===== config.mk =====
export PLATFORM = sky130hd
export DESIGN_NAME = ultrasonic_ranging_median_top
export DESIGN_NICKNAME = d
export VERILOG_FILES = /design/src/rtl/urm_pkg.sv /design/src/rtl/urm_front.sv /design/src/rtl/urm_queue.sv /design/src/rtl/urm_back.sv /design/src/rtl/ultrasonic_ranging_median_top.sv
export SDC_FILE = /design/constraint.sdc
export NUM_CORES = 1
export LEC_CHECK = 0
export ABC_AREA = 0
export BUFFER_PORTS_ARGS = -buffer_cell sky130_fd_sc_hd__clkbuf_2
export CORE_UTILIZATION = 60
export DETAILED_ROUTE_END_ITERATION = 10
export PLACE_DENSITY_LB_ADDON = 0.15
export REMOVE_ABC_BUFFERS = 1
export SYNTH_ARGS = -nofsm -noshare
export SYNTH_HDL_FRONTEND = slang
export SYNTH_SLANG_ARGS = --single-unit
export TNS_END_PERCENT = 1

===== constraint.sdc =====
create_clock -name i_clk -period 8.8 [get_ports i_clk]
set_clock_uncertainty 0.1 [all_clocks]
set_input_delay 0.88 -clock i_clk [delete_from_list [all_inputs] [get_ports i_clk]]
set_output_delay 0.88 -clock i_clk [all_outputs]
set_load 0.01 [all_outputs]

===== src/rtl/urm_pkg.sv =====
`default_nettype none

package urm_pkg;

    // defaults for the top level parameters
    localparam int DEF_HISTORY_LEN = 5;
    localparam int DEF_COUNT_WIDTH = 16;

    // field widths
    localparam int DIST_W      = 16;
    localparam int GAP_W       = 16;
    localparam int TRIG_W      = 8;
    localparam int TOUT_W      = 16;
    localparam int SCALE_W     = 18;
    localparam int SCALE_SHIFT = 16;
    localparam int DIST_MAX    = 65535;

    // configuration port
    localparam int ADDR_W = 5;
    localparam int DATA_W = 32;

    // register reset values
    localparam logic [GAP_W-1:0]   GAP_RST   = GAP_W'(10000);
    localparam logic [TRIG_W-1:0]  TRIG_RST  = TRIG_W'(10);
    localparam logic [TOUT_W-1:0]  TOUT_RST  = TOUT_W'(15000);
    localparam logic [SCALE_W-1:0] SCALE_RST = SCALE_W'(112605);

    // queue between front and back
    localparam int QUEUE_DEPTH = 2;
    localparam int QPTR_W      = 1;
    localparam int QCNT_W      = 2;

    typedef enum logic [2:0] {
        REG_ENABLE  = 3'd0,
        REG_GAP     = 3'd1,
        REG_TRIGGER = 3'd2,
        REG_TIMEOUT = 3'd3,
        REG_SCALE   = 3'd4
    } t_reg_idx;

    typedef enum logic [2:0] {
        PH_IDLE = 3'd0,
        PH_GAP  = 3'd1,
        PH_TRIG = 3'd2,
        PH_RISE = 3'd3,
        PH_FALL = 3'd4
    } t_phase;

    typedef enum logic [1:0] {
        BK_IDLE  = 2'd0,
        BK_STORE = 2'd1,
        BK_SCAN  = 2'd2,
        BK_EMIT  = 2'd3
    } t_back_state;

    // configuration as seen by front and back
    typedef struct packed {
        logic               enable;
        logic [GAP_W-1:0]   gap;
        logic [TRIG_W-1:0]  trig;
        logic [TOUT_W-1:0]  tout;
        logic [SCALE_W-1:0] scale;
    } t_cfg;

    // per-tick command from front to back
    typedef struct packed {
        logic trig;
        logic done;
        logic tout;
        logic clear;
        logic store;
    } t_cmd;

endpackage

`default_nettype wire


===== src/rtl/urm_front.sv =====
`default_nettype none

module urm_front #(
    parameter int COUNT_WIDTH = urm_pkg::DEF_COUNT_WIDTH
) (
    input  logic                   i_clk,
    input  logic                   i_rst_n,
    input  urm_pkg::t_cfg          i_cfg,
    input  logic                   i_in_valid,
    output logic                   o_in_ready,
    input  logic                   i_echo_level,
    input  logic                   i_q_full,
    output logic                   o_push,
    output urm_pkg::t_cmd          o_cmd,
    output logic [COUNT_WIDTH-1:0] o_width
);
    import urm_pkg::*;

    localparam int CMP_W = ((COUNT_WIDTH > TOUT_W) ? COUNT_WIDTH : TOUT_W) + 1;
    localparam logic [CMP_W-1:0] COUNT_MAX = CMP_W'((64'd1 << COUNT_WIDTH) - 64'd1);

    t_phase                 r_phase, n_phase, w_phase_eff;
    logic [COUNT_WIDTH-1:0] r_tick, n_tick, w_tick_eff;
    logic [COUNT_WIDTH-1:0] r_width, n_width, w_width_eff;
    logic                   r_enable_seen;
    logic                   w_accept, w_starting;
    logic [CMP_W-1:0]       w_tout_ext, w_tick_next;
    logic [COUNT_WIDTH-1:0] w_limit;
    logic                   w_gap_hit, w_trig_hit, w_rise_late, w_fall_late;

    assign o_in_ready = ~i_q_full;
    assign w_accept   = i_in_valid & o_in_ready;
    assign o_push     = w_accept;

    // a rising enable restarts the round from the gap
    assign w_starting  = i_cfg.enable & ~r_enable_seen;
    assign w_phase_eff = w_starting ? PH_GAP : r_phase;
    assign w_tick_eff  = w_starting ? '0 : r_tick;
    assign w_width_eff = w_starting ? '0 : r_width;

    // timeout clamped to what the counter holds
    assign w_tout_ext = CMP_W'(i_cfg.tout);
    assign w_limit    = (w_tout_ext > COUNT_MAX) ? COUNT_WIDTH'(COUNT_MAX)
                                                 : COUNT_WIDTH'(w_tout_ext);

    assign w_tick_next = CMP_W'(w_tick_eff) + CMP_W'(1);
    assign w_gap_hit   = w_tick_next >= CMP_W'(i_cfg.gap);
    assign w_trig_hit  = w_tick_next >= CMP_W'(i_cfg.trig);
    assign w_rise_late = w_tick_eff >= w_limit;
    assign w_fall_late = w_width_eff >= w_limit;

    // next state
    always_comb begin
        n_phase = w_phase_eff;
        n_tick  = w_tick_eff;
        n_width = w_width_eff;
        if (!i_cfg.enable) begin
            n_phase = PH_IDLE;
            n_tick  = '0;
            n_width = '0;
        end else begin
            unique case (w_phase_eff)
                PH_GAP: begin
                    if (w_gap_hit) begin
                        n_phase = PH_TRIG;
                        n_tick  = '0;
                    end else begin
                        n_tick = COUNT_WIDTH'(w_tick_next);
                    end
                end
                PH_TRIG: begin
                    if (w_trig_hit) begin
                        n_phase = PH_RISE;
                        n_tick  = '0;
                    end else begin
                        n_tick = COUNT_WIDTH'(w_tick_next);
                    end
                end
                PH_RISE: begin
                    if (i_echo_level) begin
                        n_phase = PH_FALL;
                        n_width = COUNT_WIDTH'(1);
                    end else if (w_rise_late) begin
                        n_phase = PH_GAP;
                        n_tick  = '0;
                    end else begin
                        n_tick = COUNT_WIDTH'(w_tick_next);
                    end
                end
                PH_FALL: begin
                    if (!i_echo_level || w_fall_late) begin
                        n_phase = PH_GAP;
                        n_tick  = '0;
                    end else begin
                        n_width = w_width_eff + COUNT_WIDTH'(1);
                    end
                end
                default: begin
                    n_phase = PH_GAP;
                    n_tick  = '0;
                end
            endcase
        end
    end

    // command for this tick
    always_comb begin
        o_cmd       = '0;
        o_cmd.clear = w_starting;
        o_width     = w_width_eff;
        if (i_cfg.enable) begin
            unique case (w_phase_eff)
                PH_TRIG: o_cmd.trig = 1'b1;
                PH_RISE: o_cmd.tout = ~i_echo_level & w_rise_late;
                PH_FALL: begin
                    o_cmd.done  = ~i_echo_level;
                    o_cmd.store = ~i_echo_level;
                    o_cmd.tout  = i_echo_level & w_fall_late;
                end
                default: o_cmd.trig = 1'b0;
            endcase
        end
    end

    // round state advances once per accepted tick
    always_ff @(posedge i_clk) begin
        if (!i_rst_n) begin
            r_phase       <= PH_IDLE;
            r_tick        <= '0;
            r_width       <= '0;
            r_enable_seen <= 1'b0;
        end else if (w_accept) begin
            r_phase       <= n_phase;
            r_tick        <= n_tick;
            r_width       <= n_width;
            r_enable_seen <= i_cfg.enable;
        end
    end

endmodule

`default_nettype wire


===== src/rtl/urm_queue.sv =====
`default_nettype none

module urm_queue #(
    parameter int WIDTH = 8
) (
    input  logic             i_clk,
    input  logic             i_rst_n,
    input  logic             i_push,
    input  logic [WIDTH-1:0] i_data,
    output logic             o_full,
    output logic             o_valid,
    output logic [WIDTH-1:0] o_data,
    input  logic             i_pop
);
    import urm_pkg::*;

    logic [WIDTH-1:0]  r_mem [QUEUE_DEPTH];
    logic [QPTR_W-1:0] r_wr, r_rd;
    logic [QCNT_W-1:0] r_count;

    assign o_full  = (r_count == QCNT_W'(QUEUE_DEPTH));
    assign o_valid = (r_count != '0);
    assign o_data  = r_mem[r_rd];

    // entry storage
    always_ff @(posedge i_clk) begin
        if (i_push) begin
            r_mem[r_wr] <= i_data;
        end
    end

    // pointers and fill level
    always_ff @(posedge i_clk) begin
        if (!i_rst_n) begin
            r_wr    <= '0;
            r_rd    <= '0;
            r_count <= '0;
        end else begin
            if (i_push) begin
                r_wr <= r_wr + QPTR_W'(1);
            end
            if (i_pop) begin
                r_rd <= r_rd + QPTR_W'(1);
            end
            case ({i_push, i_pop})
                2'b10:   r_count <= r_count + QCNT_W'(1);
                2'b01:   r_count <= r_count - QCNT_W'(1);
                default: r_count <= r_count;
            endcase
        end
    end

endmodule

`default_nettype wire


===== src/rtl/urm_back.sv =====
`default_nettype none

module urm_back #(
    parameter int HISTORY_LEN = urm_pkg::DEF_HISTORY_LEN,
    parameter int COUNT_WIDTH = urm_pkg::DEF_COUNT_WIDTH
) (
    input  logic                       i_clk,
    input  logic                       i_rst_n,
    input  urm_pkg::t_cfg              i_cfg,
    input  logic                       i_q_valid,
    input  urm_pkg::t_cmd              i_cmd,
    input  logic [COUNT_WIDTH-1:0]     i_width,
    output logic                       o_pop,
    output logic                       o_out_valid,
    input  logic                       i_out_ready,
    output logic                       o_trigger_level,
    output logic                       o_sample_done,
    output logic                       o_sample_timed_out,
    output logic [urm_pkg::DIST_W-1:0] o_last_distance_centi,
    output logic [urm_pkg::DIST_W-1:0] o_median_distance_centi
);
    import urm_pkg::*;

    localparam int IDX_W  = (HISTORY_LEN > 1) ? $clog2(HISTORY_LEN) : 1;
    localparam int FILL_W = $clog2(HISTORY_LEN + 1);
    localparam int PROD_W = COUNT_WIDTH + SCALE_W;

    t_back_state        r_state, n_state;
    logic [PROD_W-1:0]  r_prod;
    logic [PROD_W-1:0]  w_shifted;
    logic [DIST_W-1:0]  w_dist;
    logic [DIST_W-1:0]  r_hist [HISTORY_LEN];
    logic [FILL_W-1:0]  r_fill;
    logic [IDX_W-1:0]   r_slot;
    logic [IDX_W-1:0]   r_cand;
    logic [DIST_W-1:0]  r_last, r_median;
    logic [DIST_W-1:0]  w_cand_val;
    logic [FILL_W-1:0]  w_rank;
    logic               w_hit;
    logic               w_out_free;
    logic               w_emit, w_mul, w_store, w_clear;
    logic               r_out_valid, r_out_trig, r_out_done, r_out_tout;
    logic [DIST_W-1:0]  r_out_last, r_out_median;

    assign w_out_free = ~r_out_valid | i_out_ready;

    // scaled distance, saturated
    assign w_shifted = r_prod >> SCALE_SHIFT;
    assign w_dist    = (w_shifted > PROD_W'(DIST_MAX)) ? DIST_W'(DIST_MAX)
                                                       : w_shifted[DIST_W-1:0];

    // stable rank of the candidate among the filled entries
    assign w_cand_val = r_hist[r_cand];
    always_comb begin
        w_rank = '0;
        for (int j = 0; j < HISTORY_LEN; j++) begin
            if ((FILL_W'(j) < r_fill) &&
                ((r_hist[j] < w_cand_val) ||
                 ((r_hist[j] == w_cand_val) && (IDX_W'(j) < r_cand)))) begin
                w_rank = w_rank + FILL_W'(1);
            end
        end
    end
    assign w_hit = (w_rank == (r_fill >> 1));

    // next state
    always_comb begin
        n_state = r_state;
        unique case (r_state)
            BK_IDLE: begin
                if (i_q_valid && i_cmd.store) begin
                    n_state = BK_STORE;
                end
            end
            BK_STORE: n_state = BK_SCAN;
            BK_SCAN: begin
                if (w_hit) begin
                    n_state = BK_EMIT;
                end
            end
            BK_EMIT: begin
                if (w_out_free) begin
                    n_state = BK_IDLE;
                end
            end
            default: n_state = BK_IDLE;
        endcase
    end

    // controls
    always_comb begin
        w_emit  = 1'b0;
        w_mul   = 1'b0;
        w_store = 1'b0;
        w_clear = 1'b0;
        unique case (r_state)
            BK_IDLE: begin
                w_mul   = i_q_valid & i_cmd.store;
                w_emit  = i_q_valid & ~i_cmd.store & w_out_free;
                w_clear = w_emit & i_cmd.clear;
            end
            BK_STORE: w_store = 1'b1;
            BK_EMIT:  w_emit  = w_out_free;
            default:  w_emit  = 1'b0;
        endcase
    end
    assign o_pop = w_emit;

    // product and history entries
    always_ff @(posedge i_clk) begin
        if (w_mul) begin
            r_prod <= PROD_W'(i_width) * PROD_W'(i_cfg.scale);
        end
        if (w_store) begin
            r_hist[r_slot] <= w_dist;
        end
    end

    // ring control, results and scan index
    always_ff @(posedge i_clk) begin
        if (!i_rst_n) begin
            r_state  <= BK_IDLE;
            r_fill   <= '0;
            r_slot   <= '0;
            r_cand   <= '0;
            r_last   <= '0;
            r_median <= '0;
        end else begin
            r_state <= n_state;
            if (w_clear) begin
                r_fill   <= '0;
                r_slot   <= '0;
                r_last   <= '0;
                r_median <= '0;
            end
            if (w_store) begin
                r_last <= w_dist;
                r_cand <= '0;
                r_slot <= (r_slot == IDX_W'(HISTORY_LEN - 1)) ? '0 : r_slot + IDX_W'(1);
                if (r_fill < FILL_W'(HISTORY_LEN)) begin
                    r_fill <= r_fill + FILL_W'(1);
                end
            end
            if (r_state == BK_SCAN) begin
                if (w_hit) begin
                    r_median <= w_cand_val;
                end else begin
                    r_cand <= r_cand + IDX_W'(1);
                end
            end
        end
    end

    // output register
    always_ff @(posedge i_clk) begin
        if (!i_rst_n) begin
            r_out_valid <= 1'b0;
        end else if (w_emit) begin
            r_out_valid <= 1'b1;
        end else if (i_out_ready) begin
            r_out_valid <= 1'b0;
        end
    end

    always_ff @(posedge i_clk) begin
        if (w_emit) begin
            r_out_trig   <= i_cmd.trig;
            r_out_done   <= i_cmd.done;
            r_out_tout   <= i_cmd.tout;
            r_out_last   <= i_cmd.clear ? '0 : r_last;
            r_out_median <= i_cmd.clear ? '0 : r_median;
        end
    end

    assign o_out_valid             = r_out_valid;
    assign o_trigger_level         = r_out_trig;
    assign o_sample_done           = r_out_done;
    assign o_sample_timed_out      = r_out_tout;
    assign o_last_distance_centi   = r_out_last;
    assign o_median_distance_centi = r_out_median;

    // checks
    a_fill_bound: assert property (@(posedge i_clk) disable iff (!i_rst_n)
        r_fill <= FILL_W'(HISTORY_LEN))
        else $error("history fill above length");

    a_slot_bound: assert property (@(posedge i_clk) disable iff (!i_rst_n)
        {1'b0, r_slot} < (IDX_W + 1)'(HISTORY_LEN))
        else $error("write slot out of range");

    a_scan_bound: assert property (@(posedge i_clk) disable iff (!i_rst_n)
        (r_state == BK_SCAN) |-> (FILL_W'(r_cand) < r_fill))
        else $error("median scan ran past filled entries");

    a_pop_valid: assert property (@(posedge i_clk) disable iff (!i_rst_n)
        o_pop |-> i_q_valid)
        else $error("pop from empty queue");

    a_clear_fill: assert property (@(posedge i_clk) disable iff (!i_rst_n)
        w_clear |=> (r_fill == '0))
        else $error("history not cleared");

endmodule

`default_nettype wire


===== src/rtl/ultrasonic_ranging_median_top.sv =====
`default_nettype none

// Ultrasonic echo ranging with a median filter. Each input beat is one
// microsecond tick carrying the sampled echo level, and each tick yields
// exactly one output beat: the trigger pin level for that tick, pulses for a
// good measurement or a timeout, the latest distance and the median of the
// last HISTORY_LEN good distances, both in hundredths of a centimetre. The
// front steps the round (gap, trigger, wait for rise, wait for fall) once
// per accepted tick and hands a command to a two-entry queue; the back
// carries it out. A plain tick goes straight from the queue head into the
// output register. A tick that completes a measurement steps the back
// through a multiply, the history write, one rank compare per history
// entry until the median is found, then the state that registers its
// beat. The queue and the output register let the front take the
// next tick meanwhile. Registers at byte addresses 0x00 enable, 0x04
// gap_ticks, 0x08 trigger_ticks, 0x0C timeout_ticks, 0x10 scale_factor;
// write them only while no tick is in flight. No clearing pass follows reset.

module ultrasonic_ranging_median_top #(
    parameter int HISTORY_LEN = urm_pkg::DEF_HISTORY_LEN,
    parameter int COUNT_WIDTH = urm_pkg::DEF_COUNT_WIDTH
) (
    input  logic                       i_clk,
    input  logic                       i_rst_n,
    // configuration port
    input  logic                       psel,
    input  logic                       penable,
    input  logic                       pwrite,
    input  logic [urm_pkg::ADDR_W-1:0] paddr,
    input  logic [urm_pkg::DATA_W-1:0] pwdata,
    output logic [urm_pkg::DATA_W-1:0] prdata,
    output logic                       pready,
    // tick input
    input  logic                       i_in_valid,
    output logic                       o_in_ready,
    input  logic                       i_echo_level,
    // result output
    output logic                       o_out_valid,
    input  logic                       i_out_ready,
    output logic                       o_trigger_level,
    output logic                       o_sample_done,
    output logic                       o_sample_timed_out,
    output logic [urm_pkg::DIST_W-1:0] o_last_distance_centi,
    output logic [urm_pkg::DIST_W-1:0] o_median_distance_centi
);
    import urm_pkg::*;

    localparam int QW = $bits(t_cmd) + COUNT_WIDTH;

    t_cfg                   r_cfg;
    t_reg_idx               w_idx;
    logic                   w_wr;
    logic                   w_push, w_pop, w_q_full, w_q_valid;
    t_cmd                   w_front_cmd, w_back_cmd;
    logic [COUNT_WIDTH-1:0] w_front_width, w_back_width;
    logic [QW-1:0]          w_q_out;

    assign pready = 1'b1;
    assign w_wr   = psel & penable & pwrite & pready;
    assign w_idx  = t_reg_idx'(paddr[ADDR_W-1:2]);

    // register writes
    always_ff @(posedge i_clk) begin
        if (!i_rst_n) begin
            r_cfg.enable <= 1'b0;
            r_cfg.gap    <= GAP_RST;
            r_cfg.trig   <= TRIG_RST;
            r_cfg.tout   <= TOUT_RST;
            r_cfg.scale  <= SCALE_RST;
        end else if (w_wr) begin
            unique case (w_idx)
                REG_ENABLE:  r_cfg.enable <= pwdata[0];
                REG_GAP:     r_cfg.gap    <= pwdata[GAP_W-1:0];
                REG_TRIGGER: r_cfg.trig   <= pwdata[TRIG_W-1:0];
                REG_TIMEOUT: r_cfg.tout   <= pwdata[TOUT_W-1:0];
                REG_SCALE:   r_cfg.scale  <= pwdata[SCALE_W-1:0];
                default:     r_cfg.enable <= r_cfg.enable;
            endcase
        end
    end

    // register reads
    always_comb begin
        unique case (w_idx)
            REG_ENABLE:  prdata = DATA_W'(r_cfg.enable);
            REG_GAP:     prdata = DATA_W'(r_cfg.gap);
            REG_TRIGGER: prdata = DATA_W'(r_cfg.trig);
            REG_TIMEOUT: prdata = DATA_W'(r_cfg.tout);
            REG_SCALE:   prdata = DATA_W'(r_cfg.scale);
            default:     prdata = '0;
        endcase
    end

    urm_front #(
        .COUNT_WIDTH (COUNT_WIDTH)
    ) u_front (
        .i_clk        (i_clk),
        .i_rst_n      (i_rst_n),
        .i_cfg        (r_cfg),
        .i_in_valid   (i_in_valid),
        .o_in_ready   (o_in_ready),
        .i_echo_level (i_echo_level),
        .i_q_full     (w_q_full),
        .o_push       (w_push),
        .o_cmd        (w_front_cmd),
        .o_width      (w_front_width)
    );

    urm_queue #(
        .WIDTH (QW)
    ) u_queue (
        .i_clk   (i_clk),
        .i_rst_n (i_rst_n),
        .i_push  (w_push),
        .i_data  ({w_front_cmd, w_front_width}),
        .o_full  (w_q_full),
        .o_valid (w_q_valid),
        .o_data  (w_q_out),
        .i_pop   (w_pop)
    );

    assign w_back_cmd   = t_cmd'(w_q_out[QW-1:COUNT_WIDTH]);
    assign w_back_width = w_q_out[COUNT_WIDTH-1:0];

    urm_back #(
        .HISTORY_LEN (HISTORY_LEN),
        .COUNT_WIDTH (COUNT_WIDTH)
    ) u_back (
        .i_clk                   (i_clk),
        .i_rst_n                 (i_rst_n),
        .i_cfg                   (r_cfg),
        .i_q_valid               (w_q_valid),
        .i_cmd                   (w_back_cmd),
        .i_width                 (w_back_width),
        .o_pop                   (w_pop),
        .o_out_valid             (o_out_valid),
        .i_out_ready             (i_out_ready),
        .o_trigger_level         (o_trigger_level),
        .o_sample_done           (o_sample_done),
        .o_sample_timed_out      (o_sample_timed_out),
        .o_last_distance_centi   (o_last_distance_centi),
        .o_median_distance_centi (o_median_distance_centi)
    );

endmodule

`default_nettype wire


==> flow_metrics.env <==
export IMPL_synth_main_ff_cell="edfxtp_1"
export IMPL_dieArea_sq_mm=0.04710
export IMPL_worstSetupPathType="flop to flop"
export IMPL_synth_cells=2722
export IMPL_root_buffer="clkbuf_16"
export IMPL_syn2layout_area_growth_pct=8.488
export IMPL_rsz0062_at_grt="false"
export IMPL_yosys_area_share_adder=0.2740
export IMPL_grt_pass1_wl_mm=108.0
export IMPL_fin_crit_ps=8036
export IMPL_worstPathRequired_ps=8990
export IMPL_synth_compound_area_frac=0.08939
export IMPL_yosys_area_share_simple=0.1641
export IMPL_postCtsHoldBufs=0
export IMPL_hold_viol_final=0
export IMPL_outcome="finished, final reports clean"
export IMPL_synth_area_leaders="edfxtp_1 24%, fa_1 16%, ha_1 11%"
export IMPL_fp_dieW_microns=217.0
export IMPL_clock_tree_buffer_depth=3
export IMPL_post_route_util=0.6618
export IMPL_numCtsBuffers=41
export IMPL_wl_per_cell_microns=19.66
export IMPL_synth_area_per_cell_sq_um=10.19
export IMPL_cts_num_sinks=365
export IMPL_yosysTopAreaCell="edfxtp_1"
export IMPL_drv_cap=0
export IMPL_num_nets_final=3292
export IMPL_track_usage=0.2935
export IMPL_worst_slew_pin_slew_ps=1274
export IMPL_synth_top_family_by_area="adder cells"
export IMPL_relSlewSlack=0.1489
export IMPL_first_global_vias=20374
export IMPL_drc=0
export IMPL_synthXorXnorAreaFrac=0.01398
export IMPL_fp_dieH_microns=217.0
export IMPL_synth_cell_types=73
export IMPL_layout_drive_gt1_share=0.08919
export IMPL_grt_max_degree=90
export IMPL_startpoint_type="flop"
export IMPL_synth_top_area_share=0.2392
export IMPL_overflow=0
export IMPL_cts_tree="done"
export IMPL_synthArstFlopShare=0
export IMPL_finalCritPeriodShare=0.9132
export IMPL_first_pass_iters=5
export IMPL_muxShareOfSynthArea=0.04880
export IMPL_io_pins=115
export IMPL_portBuffers=83
export IMPL_ys_seq_area_frac=0.3431
export IMPL_cts_max_level=2
export IMPL_synth_enable_flop_cells=221
export IMPL_holdCritPathClass="flop to flop"
export IMPL_initial_utilization=0.6100
export IMPL_dr_total_vias=19809
export IMPL_syn_area_sq_mm=0.02774
export IMPL_max_freq_mhz=124.4
export IMPL_arrival_ps=8230
export IMPL_clock_latency_ps=570
export IMPL_gp_congestion=0.9059
export IMPL_cts_resized=0
export IMPL_drt_wl_total_mm=66.94
export IMPL_antenna_found_initial=1
export IMPL_slew_violations=0
export IMPL_via_per_inst=5.818
export IMPL_synth_warnings=0
export IMPL_setup_viol=0
export IMPL_core_area_sq_mm=0.04548
export IMPL_fp_row_count=78
export IMPL_first_iter_violations=1338
export IMPL_dp_hpwl_mm=50.57
export IMPL_clkSlewWorstSetupHoldPaths_ps=60
export IMPL_tns_ps=0
export IMPL_antenna_left=0
export IMPL_synth_seq_cells=365
export IMPL_cp_max_fo=18
export IMPL_post_cts_buffers=0
export IMPL_crit_path_end_kind="flop"
[per-stage QoR]
step	setup WS (ps)	area (sq um)	hold WS [ps]	std cells
after floorplan	1301	27230	338.5	2606
after global placement	940.7	28740	352.6	3329
after detailed placement	848.0	28740	358.3	3329
after CTS	763.4	30090	366.5	3403
after global routing	345.9	30090	395.7	3403
final	764.0	30100	364.1	3405
[per-layer routing]
layer	GRT usage	vias up	routed length (microns)
met4	0.07864	2	1462
met2	0.5130	581	33600
met3	0.04305	106	3961
li1	-	9250	-
met1	0.3804	9870	27900
met5	0	-	17
[worst paths after layout]
path                   from                 to  slack, ps  cells past startpoint
hold reg to reg   r_cfg[45]          r_cfg[45]        360                      2
setup reg to reg       flop  u_back.r_prod[32]        760                     23
hold / removal    r_cfg[45]          r_cfg[45]        360                      2
setup / recovery       flop  u_back.r_prod[32]        760                     23
[cells in the mapped netlist (18+ instances only)]
| master | instances |
|---|---|
| o21a_1 | 41 |
| nand3_1 | 45 |
| fa_1 | 221 |
| clkbuf_1 | 94 |
| inv_1 | 340 |
| a21o_1 | 39 |
| nor2_1 | 71 |
| o211ai_1 | 21 |
| dfxtp_1 | 144 |
| or3_1 | 23 |
| mux2i_1 | 43 |
| nand4_1 | 32 |
| edfxtp_1 | 221 |
| xnor2_1 | 32 |
| and3_1 | 30 |
| nand2b_1 | 21 |
| mux4_2 | 32 |
| a21oi_1 | 59 |
| nor3_1 | 21 |
| o21ai_0 | 90 |
| and2_1 | 175 |
| a21boi_0 | 32 |
| mux2_2 | 18 |
| ha_1 | 254 |
| nor2b_1 | 81 |
| nand2_1 | 369 |
[worst max-delay path, stage by stage, from the launching register on]
cell and delay [ps]:
dfxtp_1 700, buf_4 280, mux2_2 470, nand2_1 160, fa_1 590, inv_1 50, fa_1 510, fa_1 440
fa_1 530, fa_1 540, inv_1 60, fa_1 540, inv_1 50, ha_1 340, a21oi_1 140, nor2b_1 60
o21ai_0 380, and3_1 220, o21ai_0 320, a211oi_1 530, a21oi_1 210, a21o_1 250, a21oi_1 180, xnor2_1 80
[cells in the final DEF, fill, tap and decap left out, drive strengths merged, types with 23 or more instances in the layout]
| cell | n |
|---|---|
| fa | 221 |
| clkbuf | 137 |
| o21ai | 91 |
| nand4 | 32 |
| xnor2 | 32 |
| mux2i | 43 |
| a21boi | 33 |
| a21o | 39 |
| nand3 | 45 |
| or3 | 23 |
| mux4 | 32 |
| and2 | 176 |
| nor2b | 81 |
| a21oi | 59 |
| nand2 | 369 |
| inv | 341 |
| edfxtp | 221 |
| o21a | 41 |
| and3 | 30 |
| buf | 41 |
| dfxtp | 144 |
| nor2 | 71 |
| ha | 254 |
[cell type report]
cell class	count	area, sq um
multi-input cells	1900	16470
fillers	3592	15380
flip-flops and latches	365	9520
inverters	341	1280
clock buffers	55	1130
well taps	600	750.7
repair buffers	123	718.2
clock inverters	19	224.0
diodes	2	5.005
[logic make-up after synthesis]
kind of cell / after synthesis
and+or+nand+nor: 907
adders and majority gates: 475
buffers and inverters: 470
AOI/OAI and AO/OA: 369
DFF: 365
muxes: 93
xor gates and xnor gates: 41
other: 2
[registers in the layout, summed over array words and instances (netlist names), 3 cells and up, named ones only]
name and flops:
r_cfg 59, u_front.r_width 16, u_back.r_cand 3, u_front.r_phase 3, u_back.o_last_distance_centi 16, u_back.r_fill 3
u_back.r_prod 18, u_back.r_slot 3, u_back.r_hist 128, u_back.r_last 16, u_queue.r_mem 40, u_back.o_median_distance_centi 16
u_front.r_tick 16, u_back.r_median 16
Power is not shown: default switching activity piles up to over one toggle a cycle in this logic, so the estimate is an artifact.
